File: src/rtl/packed_bitmap_rectangle_fill_defines.svh
// Assertion macros shared by the bitmap fill RTL
`ifndef PACKED_BITMAP_RECTANGLE_FILL_DEFINES_SVH
`define PACKED_BITMAP_RECTANGLE_FILL_DEFINES_SVH
`ifndef SYNTHESIS
`define PBRF_ASSERT_IMP(label, clk, rst_n, ante, cons) \
    label: assert property (@(posedge clk) disable iff (!rst_n) (ante) |-> (cons)) \
        else $error("pbrf assertion failed");
`define PBRF_ASSERT_NXT(label, clk, rst_n, ante, cons) \
    label: assert property (@(posedge clk) disable iff (!rst_n) (ante) |=> (cons)) \
        else $error("pbrf assertion failed");
`else
`define PBRF_ASSERT_IMP(label, clk, rst_n, ante, cons)
`define PBRF_ASSERT_NXT(label, clk, rst_n, ante, cons)
`endif
`endif

File: src/rtl/pbrf_pkg.sv
// Shared constants, codes and control structs for the bitmap fill block
package pbrf_pkg;
    localparam int MEM_BYTES = 1024;
    localparam int ADDR_W = (MEM_BYTES > 1) ? $clog2(MEM_BYTES) : 1;
    localparam int FILL_W = 20;
    localparam int ROW_BYTES_W = 7;
    localparam logic [ROW_BYTES_W-1:0] ROW_BYTES_RST = 7'd7;
    localparam int COL_W = 8;
    localparam int ROWS_W = 11;
    localparam int XLAST_W = 11;

    typedef enum logic [1:0] {
        MODE_WRITE = 2'd0,
        MODE_READ  = 2'd1,
        MODE_FILL  = 2'd2
    } mode_t;

    typedef struct packed {
        logic clr;
        logic in_ready;
        logic byte_wr;
        logic byte_rd;
        logic fill_rd;
        logic fill_wr;
        logic finish;
    } cmd_t;

    typedef struct packed {
        logic  in_valid;
        mode_t mode;
        logic  empty;
        logic  fill_oor;
        logic  fill_last;
        logic  clr_last;
        logic  out_free;
    } sts_t;
endpackage

File: src/rtl/pbrf_ctrl.sv
// Sequencer for clearing, byte access and rectangle fill
`include "packed_bitmap_rectangle_fill_defines.svh"
module pbrf_ctrl (
    input  logic           clk,
    input  logic           rst_n,
    input  pbrf_pkg::sts_t sts,
    output pbrf_pkg::cmd_t cmd
);
    typedef enum logic [2:0] {
        ST_CLEAR,
        ST_IDLE,
        ST_DISPATCH,
        ST_BYTE_WR,
        ST_BYTE_RD,
        ST_FILL_RD,
        ST_FILL_WR,
        ST_DONE
    } state_t;

    state_t state_reg;
    state_t state_next;

    always_comb
    begin
        state_next = state_reg;
        case (state_reg)
            ST_CLEAR:
            begin
                if (sts.clr_last)
                begin
                    state_next = ST_IDLE;
                end
            end
            ST_IDLE:
            begin
                if (sts.in_valid)
                begin
                    state_next = ST_DISPATCH;
                end
            end
            ST_DISPATCH:
            begin
                case (sts.mode)
                    pbrf_pkg::MODE_WRITE: state_next = ST_BYTE_WR;
                    pbrf_pkg::MODE_READ:  state_next = ST_BYTE_RD;
                    pbrf_pkg::MODE_FILL:  state_next = sts.empty ? ST_DONE : ST_FILL_RD;
                    default:              state_next = ST_DONE;
                endcase
            end
            ST_BYTE_WR: state_next = ST_DONE;
            ST_BYTE_RD: state_next = ST_DONE;
            ST_FILL_RD:
            begin
                if (!sts.fill_oor)
                begin
                    state_next = ST_FILL_WR;
                end
                else if (sts.fill_last)
                begin
                    state_next = ST_DONE;
                end
            end
            ST_FILL_WR: state_next = sts.fill_last ? ST_DONE : ST_FILL_RD;
            ST_DONE:
            begin
                if (sts.out_free)
                begin
                    state_next = ST_IDLE;
                end
            end
            default: state_next = ST_IDLE;
        endcase
    end

    always_ff @(posedge clk or negedge rst_n)
    begin
        if (!rst_n)
        begin
            state_reg <= ST_CLEAR;
        end
        else
        begin
            state_reg <= state_next;
        end
    end

    always_comb
    begin
        cmd.clr      = (state_reg == ST_CLEAR);
        cmd.in_ready = (state_reg == ST_IDLE);
        cmd.byte_wr  = (state_reg == ST_BYTE_WR);
        cmd.byte_rd  = (state_reg == ST_BYTE_RD);
        cmd.fill_rd  = (state_reg == ST_FILL_RD);
        cmd.fill_wr  = (state_reg == ST_FILL_WR);
        cmd.finish   = (state_reg == ST_DONE);
    end

    `PBRF_ASSERT_NXT(a_done_to_idle, clk, rst_n, (state_reg == ST_DONE) && sts.out_free, state_reg == ST_IDLE)
    `PBRF_ASSERT_NXT(a_rd_to_wr, clk, rst_n, (state_reg == ST_FILL_RD) && !sts.fill_oor, state_reg == ST_FILL_WR)
    `PBRF_ASSERT_NXT(a_wr_exit, clk, rst_n, state_reg == ST_FILL_WR, (state_reg == ST_FILL_RD) || (state_reg == ST_DONE))
endmodule

File: config.mk
export PLATFORM = sky130hd
export DESIGN_NAME = pbrf_ctrl
export DESIGN_NICKNAME = d
export VERILOG_FILES = /design/src/rtl/pbrf_pkg.sv /design/src/rtl/pbrf_ctrl.sv
export VERILOG_INCLUDE_DIRS = /design/src /design/src/rtl
export SDC_FILE = /design/constraint.sdc
export NUM_CORES = 1
export LEC_CHECK = 0
export ABC_AREA = 1
export BUFFER_PORTS_ARGS = -buffer_cell sky130_fd_sc_hd__buf_2
export CORE_AREA = 2 2 39 41
export CTS_BUF_LIST = sky130_fd_sc_hd__clkbuf_16
export DETAILED_ROUTE_END_ITERATION = 8
export DIE_AREA = 0 0 41 43
export GPL_ROUTABILITY_DRIVEN = 0
export HOLD_SLACK_MARGIN = 0.15
export SYNTH_ARGS = -nofsm -noshare
export SYNTH_HDL_FRONTEND = slang
export SYNTH_SLANG_ARGS = --single-unit
File: constraint.sdc
create_clock -name clk -period 2.9 [get_ports clk]
set_input_delay 0 -clock clk [delete_from_list [all_inputs] [get_ports clk]]
set_output_delay 0 -clock clk [all_outputs]
set_load 0.01 [all_outputs]
Word level (Yosys, flattened, before mapping)
Cells that the tools add are included.

storage, ports and cells
  output and inout port bits = 7
  bits in registers = 3
  input port bits = 10
  word-level logic and storage cells = 27

cells by class
  muxes and demuxes = 9
  reduce and logical (&&, ||, !) cells = 4
  equal/unequal tests = 13

operator list
  operator                                              number
  case mux 3 bit (7 select lines)                       1
  two-way mux 3 bit                                     5
  equality test 3 bit (second input constant)           4
  case mux 3 bit (3 select lines)                       1
  equality test 3 x 2 -> 1 bit (second input constant)  2
  != test 2 bit (second input constant)                 3
  two-way mux 2 bit                                     2
  AND reduction 4 bit                                   1
  equality test 3 x 1 -> 1 bit (second input constant)  1
  zero test 3 bit                                       1
  != test 3 bit (second input constant)                 1
  equality test 2 x 1 -> 1 bit (second input constant)  1
  equality test 2 bit (second input constant)           1
  zero test 2 bit                                       1
  OR reduction 2 bit                                    1

Logic depth before layout (Yosys ltp)
Gate-level depths: netlist of the first run.

  depth after elaboration = 3
  gate-level depth with buffers = 8
  mapped depth without buffers = 7

Worst setup path after synthesis of the first run
Ideal clock, no wire load.

  path type = register to register
  from = reg state_reg[0]
  to = reg state_reg[1]
  path slack = 1877 ps
  arrival = 903 ps
  clock period less this slack = 1023 ps
  library setup time = 120 ps
  cell stages (with the launch flop) = 8
  buffers on the path = 1
  path through = dfrtp_1 -> buf_6 -> o21ai_0 -> nand2_1 -> nor2_1 -> nand2_1 -> nand2_1 -> nand2_1

on the way
  word-level cells in the longest chain between the ends = 3

RTL lines
  what                                                                    line             source
  start: declaration                                                      pbrf_ctrl.sv:20  state_t state_reg;
  start signal: assignment                                                pbrf_ctrl.sv:83  state_reg <= state_next;
  equality test 3 bit (tied with other cells)                             pbrf_ctrl.sv:26  case (state_reg)
  OR reduction 2 bit (no source line) (tied with other cells)             -
  case mux 3 bit (7 select lines) or AND reduction 4 bit (tied branches)  -

Several ways; a longest one is shown, not always the timed one.
A chain may end at the register's enable or synchronous reset.

Worst setup path after layout of the first run
  from = reg state_reg[2]
  to = reg state_reg[2]

The elaborated chain is that of the path after synthesis.

==> out/results.ini, run 1 <==
[outcome]
status=finished clean

[clocking]
clock_tree.root_cell=clkbuf_16
htree_levels=1
clock_sinks=3
clock_latency_ns=0.22
clk_pin_slew_ns=0.03
numCtsBuffers=3
cts_tree=built
cts-resized-gates=0
cts_buffer_depth=2
ctsHoldBuffers=3
cts_setup_buffers=0

[grt]
grt_busiest_layer=met2
grt_max_degree=12
grt_use_met1_pct=14.61
overflow=0
grt_pass1_wl_um=1400
grt_pass1_vias=388
grt_util_met3_pct=3.141
grtUsageMet2_pct=17.50
grt_usage_pct=11.38
antenna_found_initial=0

[drt]
drc=0
wire_per_inst_um=8.575
wl_um=969
viasPerCell=4.389
first_iter_violations=10
drt-pass1-iter-count=4
route.vias.total=496
ant_nets=0

[floorplan]
start_util_pct=30.47
dieHeight_um=43
pin_count=17
die-area_um2=1763
rows=14
core_area_um2=1384
die_w_um=41

[logic_synthesis]
netlist_area_um2=421.7
synth.distinct_cells=13
synth_cells=77
syn_area_per_cell_um2=5.476
yosys_warnings=0
synth-seq-cells=3
yosysSeqAreaShare_pct=17.80
syn_nets=87

[worst_setup_path]
crit_required_ns=3.01
crit_path_max_fanout=11
worst_path_max_delay_cell=dfrtp_1
crit_buf_inv=1
start_kind=register
arrival_ns=1.47
slowest_delay_ns=0.53
endpoint_kind=register
worstPathCellList=inv_1, nand3_1, nor2_1, nor2_1, nand2_1, nand2_1, nand2_1
critical_path.most_common_cell=nand2_1
cp_top_family=flip-flops
critPathKind=reg2reg

[power_and_ir_drop]
p_leak_nw=0.3938
ir_worst_vdd_v=0.0003535
cellPowerDensity_nw_per_um2=1109

[timing]
worstMarginPinSlew_ns=0.4497
fmax_mhz=736.2
finalSetupViolCount=0
setup_tns_ns=0
finalCriticalPeriod_ns=1.358
finalCritPeriodShare_pct=46.84
hold_viol=0
clock_skew_ns=0.001839
hold_slack_ns=0.1573
maxSlewViolCount=0
relSlewSlack_pct=70.02
grt_setup_unrepaired=no

[place]
place_area_um2=488.0
hpwl_um=723.5
portBuffers=16

[cells_and_area]
diodes=0
largest_register_ffs=3
nets=108
final_area_um2=596.8
final_common_cell=nand2_1
final_cell_mix=nand2_1 (21), inv_1 (17), buf_2 (16), nor2_1 (14), nand3_1 (12)
area_growth_pct=41.54
drive_gt1_share_pct=24.74

[job]
drv_cap=0

[worst_hold_path]
hold_path.class=in2reg

through the flow:
| step | setup WS, ns | instances | power [mW] | util, % |
|---|---|---|---|---|
| 5_1_grt | 1.421 | 113 | 0.7168 | 43.13 |
| 6_report | 1.542 | 113 | 0.6616 | 43.13 |
| 3_3_place_gp | 1.568 | 106 | 0.4431 | 35.26 |
| 4_1_cts | 1.540 | 113 | 0.6650 | 43.13 |
| 2_1_floorplan | 1.877 | 77 | 0.3985 | - |
| 3_5_place_dp | 1.551 | 106 | 0.4434 | 35.26 |
area by class of cell:
type / instances / area [µm²]
fillers: 144 / 787.0
well taps: 16 / 20.02
repair buffers: 19 / 110.1
clock inverters: 1 / 3.754
inverters: 18 / 72.57
multi-input cells: 53 / 240.2
flip-flops and latches: 3 / 75.07
clock buffers: 3 / 75.07
tightest hold or removal path, stage by stage:
cell	delay [ns]
buf_2	0.07
inv_1	0.04
nand3_2	0.08
inv_1	0.04
nor2_1	0.10
final timing paths:
| kind | from | endpoint | slack (ns) | cells past startpoint |
|---|---|---|---|---|
| max | state_reg[2] | state_reg[2] | 1.54 | 7 |
| min | sts[1] | state_reg[0] | 0.16 | 5 |
| max reg2reg | state_reg[2] | state_reg[2] | 1.54 | 7 |
| min reg2reg | state_reg[2] | state_reg[2] | 0.69 | 2 |
| max in group asynchronous | rst_n | state_reg[0] | 2.11 | 3 |
| min in group asynchronous | rst_n | state_reg[2] | 0.64 | 3 |
cells by family (layout without fill, tap and decap cells):
family	Yosys count	in the layout	synth area share, %
compound gates	1	1	1.186
buf+inv	21	41	25.22
flops	3	3	17.80
simple gates	52	52	55.79
routing by layer:
layer  vias to the layer above  wire [µm]
li1                        268          -
met1                       211        477
met2                        17        425
met3                         0         66
met4                         0          0
met5                         -          0
report_power, final:
part / leakage (nW) / switching (mW) / internal, mW
Clock: 0.0423 / 0.0360 / 0.178
Sequential: 0.0345 / 0.0734 / 0.0642
Combinational: 0.317 / 0.186 / 0.124
Total: 0.394 / 0.295 / 0.366
Yosys cell counts (all sizes together):
cell type,number,area [µm²]
dfrtp,3,75.07
nor3,1,5.000
nor2,16,75.07
buf,3,33.78
nand2,21,78.83
nand4,1,6.260
inv,18,72.57
nand3,13,70.07
o21ai,1,5.000
Note: power is estimated with default switching activity, not from simulation.
==> inputs of run 2 (changes only) <==
==> constraint.sdc (replaced) <==
create_clock -name clk -period 1.15 [get_ports clk]
set_input_delay 0 -clock clk [delete_from_list [all_inputs] [get_ports clk]]
set_output_delay 0 -clock clk [all_outputs]
set_load 0.01 [all_outputs]
==> run 2 against run 1 <==
Effect of this change: the flow now finishes with violations (setup timing); worst setup slack got worse by 1.6 ns; global-route usage up 4.2 points; sequential power increased by 110%; highest routed layer is now met4; core utilization up 11 points; hold slack gained 0.037 ns; clock skew fell by 0.0018 ns; wire length is 25% higher; clock-buffer cell count is the same; critical path depth down 2; cell count up 11%; via count rose by 11%; first-iteration DRC count rose by 90%.
==> out/results.ini, run 2 (synthesized netlist as in run 1, its figures left out) <==
[cells_and_area]
final_cell_mix=nand2_1 (20), buf_2 (15), inv_1 (14), nor2_1 (12), nand3_1 (9)  ; was nand2_1 (21), inv_1 (17), buf_2 (16), nor2_1 (14), nand3_1 (12)
fin_cells=125  ; was 113
nets=120  ; was 108
final_common_cell=nand2_1  ; unchanged
largest_register_ffs=3  ; unchanged
fin_util_pct=54.61  ; was 43.13%
multi_input_area_um2=279.0  ; was 240.2 µm²
ff_latch_area_um2=77.57  ; was 75.07 µm²
area_growth_pct=79.23  ; was 41.54%
diodes=0  ; unchanged
final.fill_count=134  ; was 144
drive_gt1_share_pct=44.95  ; was 24.74%
final_area_um2=755.7  ; was 596.8 µm²

[floorplan]
core_area_um2=1384  ; unchanged
rows=14  ; unchanged
start_util_pct=30.47  ; unchanged
dieHeight_um=43  ; unchanged
pin_count=17  ; unchanged
die-area_um2=1763  ; unchanged
die_w_um=41  ; unchanged

[timing]
hold_slack_ns=0.1940  ; was 0.1573 ns
relSlewSlack_pct=87.11  ; was 70.02%
clock_skew_ns=0.00003601  ; was 0.001839 ns
finalCritPeriodShare_pct=102.5
finalSetupViolCount=6  ; was 0
hold_viol=0  ; unchanged
maxSlewViolCount=0  ; unchanged
fmax_mhz=848.0
setup_slack_ns=-0.02927  ; was 1.542 ns
grt_setup_unrepaired=yes  ; was no
finalCriticalPeriod_ns=1.179
worstMarginPinSlew_ns=0.1933  ; was 0.4497 ns

[worst_setup_path]
arrival_ns=1.18  ; was 1.47 ns
critPathKind=reg2out  ; was reg2reg
endpoint_kind=primary output  ; was register
crit_path_max_fanout=7  ; was 11
start_kind=register  ; unchanged
crit_required_ns=1.15  ; was 3.01 ns

[place]
portBuffers=16  ; unchanged
hpwl_um=759.2  ; was 723.5 µm
place_area_um2=548.0  ; was 488.0 µm²
placedCellCount=114  ; was 106

[drt]
drc=0  ; unchanged
wire_per_inst_um=9.704  ; was 8.575 µm
drt-pass1-iter-count=4  ; unchanged
ant_nets=0  ; unchanged
wl_um=1213  ; was 969 µm
first_iter_violations=19  ; was 10
route.vias.total=550  ; was 496
viasPerCell=4.400  ; was 4.389

[grt]
grt_max_degree=9  ; was 12
grt_pass1_wl_um=1918  ; was 1400 µm
overflow=0  ; unchanged
grt_pass1_vias=454  ; was 388
grt_usage_pct=15.55  ; was 11.38%
antenna_found_initial=0  ; unchanged

[clocking]
clock_tree.root_cell=clkbuf_16  ; unchanged
clock_latency_ns=0.22  ; about the same
cts_tree=built  ; unchanged
htree_levels=1  ; unchanged
clk_pin_slew_ns=0.03  ; about the same
numCtsBuffers=3  ; unchanged
cts_buffer_depth=2  ; unchanged
clock_sinks=3  ; unchanged

[outcome]
violations=setup timing
status=finished, violations left  ; was finished clean

[job]
drv_cap=0  ; unchanged

[power_and_ir_drop]
p_leak_nw=0.4612  ; was 0.3938 nW
ir_worst_vdd_v=0.0008263  ; was 0.0003535 V
cellPowerDensity_nw_per_um2=2923  ; was 1109 nW/µm²

[worst_hold_path]
hold_path.class=in2reg  ; unchanged

run 2: per-stage QoR:
stage	power, mW	worst slack (ns)	setup TNS (ns)
finish	2.209	-0.02927	-0.1102
global route	2.400	-0.1095	-0.6686
CTS	2.067	-0.01758	-0.04880
detailed placement	1.282	-0.1108	-0.2161
global placement	1.273	-0.1019	-0.1863
floorplan	1.005	0.1269	0
run 2: cell type report:
type | instances | area share, %
multi-input cells | 53 | 36.92
repair buffers | 31 | 29.80
flip-flops and latches | 3 | 10.26
clock buffers | 3 | 9.934
inverters | 18 | 9.934
well taps | 16 | 2.649
clock inverters | 1 | 0.4967
run 2: power by group:
group / leakage (nW) / switching [mW] / internal [mW] / total, mW
registers: 0.0327 / 0.117 / 0.171 / 0.288
logic: 0.386 / 0.727 / 0.655 / 1.38
clock network: 0.0423 / 0.0914 / 0.448 / 0.539
run 2: what timing repair did:
item | in CTS | in global routing
endpoints found under the hold margin | 4 | 0
setup endpoints to repair | 9 | 9
hold buffers | 3 | 0
pin swaps | 4 | 2
setup buffers | 4 | 0
resized for setup | 16 | 10
run 2: final timing paths:
check	start	to	slack [ns]	cells after the start
worst min-delay path	sts[3]	state_reg[0]	0.19	5
worst max register to register	state_reg[1]	state_reg[1]	-0.03	7
max in group asynchronous	rst_n	state_reg[1]	0.33	3
min in group asynchronous	rst_n	state_reg[2]	0.65	3
worst min register to register	state_reg[2]	state_reg[2]	0.80	4
worst max-delay path	state_reg[2]	cmd[4]	-0.03	5
run 2: worst max-delay path, cell delays in order (launching register included):
cell and delay, ns:
dfrtp_1 0.39, inv_2 0.15, nand3_1 0.12, buf_4 0.15
inv_1 0.04, buf_2 0.11
run 2: routing by layer:
layer / track usage, % / wire length [µm] / vias to the layer above
li1: - / - / 294
met1: 20.83 / 506 / 234
met2: 24.69 / 611 / 20
met3: 0.5236 / 71 / 2
met4: 6.667 / 23 / 0
met5: 0 / 0 / -
==> inputs of run 3 (changes only) <==
--- a/config.mk
+++ b/config.mk
@@ -7,7 +7,7 @@
 export NUM_CORES = 1
 export LEC_CHECK = 0
 export ABC_AREA = 1
-export BUFFER_PORTS_ARGS = -buffer_cell sky130_fd_sc_hd__buf_2
+export BUFFER_PORTS_ARGS = -buffer_cell sky130_fd_sc_hd__buf_4
 export CORE_AREA = 2 2 39 41
 export CTS_BUF_LIST = sky130_fd_sc_hd__clkbuf_16
 export DETAILED_ROUTE_END_ITERATION = 8
==> run 3 against run 2 <==
Effect of this change: the flow still finishes with violations (setup timing); maximum frequency down 0.32%; sequential power down 3%; combinational power up 10%; largest cell class is now non-clock buffers; sequential share of layout area down 0.73 points; wire length up 1.7%; highest routed layer unchanged; die area unchanged; total power up 6.2%; global-route usage up 1.8 points; worst setup slack worse by 0.0038 ns; first-iteration DRC count down 63%; cell count up 1.6%; clock-buffer cell count unchanged.
==> out/results.ini, run 3 (synthesized netlist as in run 1, its figures left out) <==
[cells_and_area]
nets=122  ; was 120
final_cell_mix=buf_4 (24), nand2_1 (19), inv_1 (13), nor2_1 (13), nand3_1 (9)  ; was nand2_1 (20), buf_2 (15), inv_1 (14), nor2_1 (12), nand3_1 (9)
largest_register_ffs=3  ; unchanged
fin_cells=127  ; was 125
final_common_cell=buf_4  ; was nand2_1
drive_gt1_share_pct=47.75  ; was 44.95%
diodes=0  ; unchanged
area_growth_pct=92.88  ; was 79.23%

[drt]
viasPerCell=4.354  ; was 4.400
drc=0  ; unchanged
m1WireLength_um=501  ; was 506 µm
wl_met3_um=83  ; was 71 µm
maxUsedRoutingLayer=met4  ; unchanged
ant_nets=0  ; unchanged
first_iter_violations=7  ; was 19
wire_per_inst_um=9.717  ; was 9.704 µm
drt-pass1-iter-count=4  ; unchanged
wl_met2_um=634  ; was 611 µm
wl_um=1234  ; was 1213 µm
route.vias.total=553  ; was 550

[worst_setup_path]
start_kind=register  ; unchanged
endpoint_kind=register  ; was primary output
critPathKind=reg2reg  ; was reg2out
worstPathCellList=buf_6, nand3_1, nor2_1, nor2_1, nand2_1, nand2_1, nand2_1  ; was inv_2, nand3_1, buf_4, inv_1, buf_2
slowest_delay_ns=0.47  ; was 0.39 ns
cp_top_family=flip-flops  ; was buffers and inverters
crit_buf_inv=1  ; was 4
arrival_ns=1.29  ; was 1.18 ns
crit_required_ns=1.26  ; was 1.15 ns
critical_path.most_common_cell=nand2_1
worst_path_max_delay_cell=dfrtp_2  ; was dfrtp_1
crit_path_max_fanout=6  ; was 7

[timing]
fmax_mhz=845.3  ; was 848.0 MHz
relSlewSlack_pct=86.06  ; was 87.11%
hold_viol=0  ; unchanged
setup_slack_ns=-0.03303  ; was -0.02927 ns
finalCriticalPeriod_ns=1.183  ; was 1.179 ns
clock_skew_ns=0.002760  ; was 0.00003601 ns
maxSlewViolCount=0  ; unchanged
grt_setup_unrepaired=yes  ; unchanged
worstMarginPinSlew_ns=0.2091  ; was 0.1933 ns
finalCritPeriodShare_pct=102.9  ; was 102.5%
finalSetupViolCount=6  ; unchanged

[grt]
grt_pass1_wl_um=2042  ; was 1918 µm
grt_usage_pct=17.32  ; was 15.55%
overflow=0  ; unchanged
grt_max_degree=11  ; was 9
antenna_found_initial=0  ; unchanged
grt_pass1_vias=525  ; was 454

[floorplan]
rows=14  ; unchanged
start_util_pct=30.47  ; unchanged
core_area_um2=1384  ; unchanged
die_w_um=41  ; unchanged
dieHeight_um=43  ; unchanged
pin_count=17  ; unchanged
die-area_um2=1763  ; unchanged

[clocking]
htree_levels=1  ; unchanged
cts_tree=built  ; unchanged
clock_sinks=3  ; unchanged
clock_latency_ns=0.22  ; about the same
clk_pin_slew_ns=0.03  ; about the same
clock_tree.root_cell=clkbuf_16  ; unchanged
numCtsBuffers=3  ; unchanged
cts_buffer_depth=2  ; unchanged

[place]
hpwl_um=798.9  ; was 759.2 µm
dp_slack_ns=-0.1236  ; was -0.1108 ns
portBuffers=16  ; unchanged
placedCellCount=114  ; unchanged

[outcome]
status=finished, violations left  ; unchanged
violations=setup timing  ; unchanged

[power_and_ir_drop]
ir_worst_vdd_v=0.001064  ; was 0.0008263 V
p_leak_nw=0.4800  ; was 0.4612 nW
cellPowerDensity_nw_per_um2=2884  ; was 2923 nW/µm²

[worst_hold_path]
hold_path.class=in2reg  ; unchanged

[job]
drv_cap=0  ; unchanged

run 3: path summary, 6_finish.rpt:
check                      slack, ns          from  cells after the start            to
setup / recovery               -0.03  state_reg[0]                      7  state_reg[2]
setup reg to reg               -0.03  state_reg[0]                      7  state_reg[2]
hold / removal                  0.17        sts[3]                      5  state_reg[0]
min in group asynchronous       0.68         rst_n                      3  state_reg[2]
max in group asynchronous       0.29         rst_n                      3  state_reg[0]
hold reg to reg                 0.70  state_reg[2]                      3  state_reg[2]
run 3: per-stage QoR:
stage	hold slack (ns)	util [%]	setup TNS [ns]	total power, mW	cell area [µm²]
2_1_floorplan	-0.2956	-	0	1.005	421.7
3_3_place_gp	-0.2083	43.40	-0.1566	1.368	600.6
3_5_place_dp	-0.2085	43.40	-0.2368	1.387	600.6
4_1_cts	0.1699	56.33	-0.06570	2.206	779.5
5_1_grt	0.2249	58.77	-0.5258	2.518	813.3
6_report	0.1665	58.77	-0.07061	2.346	813.3
run 3: metal layers:
metal  vias up  track usage [%]
li1        297                -
met1       233            18.51
met5         -                0
met3         2            7.330
met4         0            7.333
met2        21            28.13
run 3: final cells by class:
type                       instances  area [µm²]
clock buffer                       3       75.07
clock inverter                     1       3.754
fill                             121       570.5
inverter                          18       72.57
multi-input combinational         53       276.5
sequential                         3       77.57
tap                               16       20.02
timing repair buffer              33       287.8
run 3: power by group:
| part | switching, mW | internal, mW | leakage (nW) | total (mW) |
|---|---|---|---|---|
| combinational | 0.746 | 0.776 | 0.405 | 1.52 |
| sequential | 0.109 | 0.171 | 0.0327 | 0.280 |
| clock | 0.0947 | 0.448 | 0.0423 | 0.543 |
| total | 0.950 | 1.40 | 0.480 | 2.35 |
run 3: timing repair:
item,CTS,global route
hold buffers,2,0
endpoints found under the hold margin,3,0
gates resized for setup,14,11
endpoints found under the setup margin,9,9
pin swaps,4,5
buffers inserted,6,1
run 3: worst register-to-register path, delay by kind of cell, from the launching register on:
family                 cells  cell delay (ns)
AND/OR/NAND/NOR            6             0.43
buffers and inverters      1             0.16
flip-flops                 1             0.47
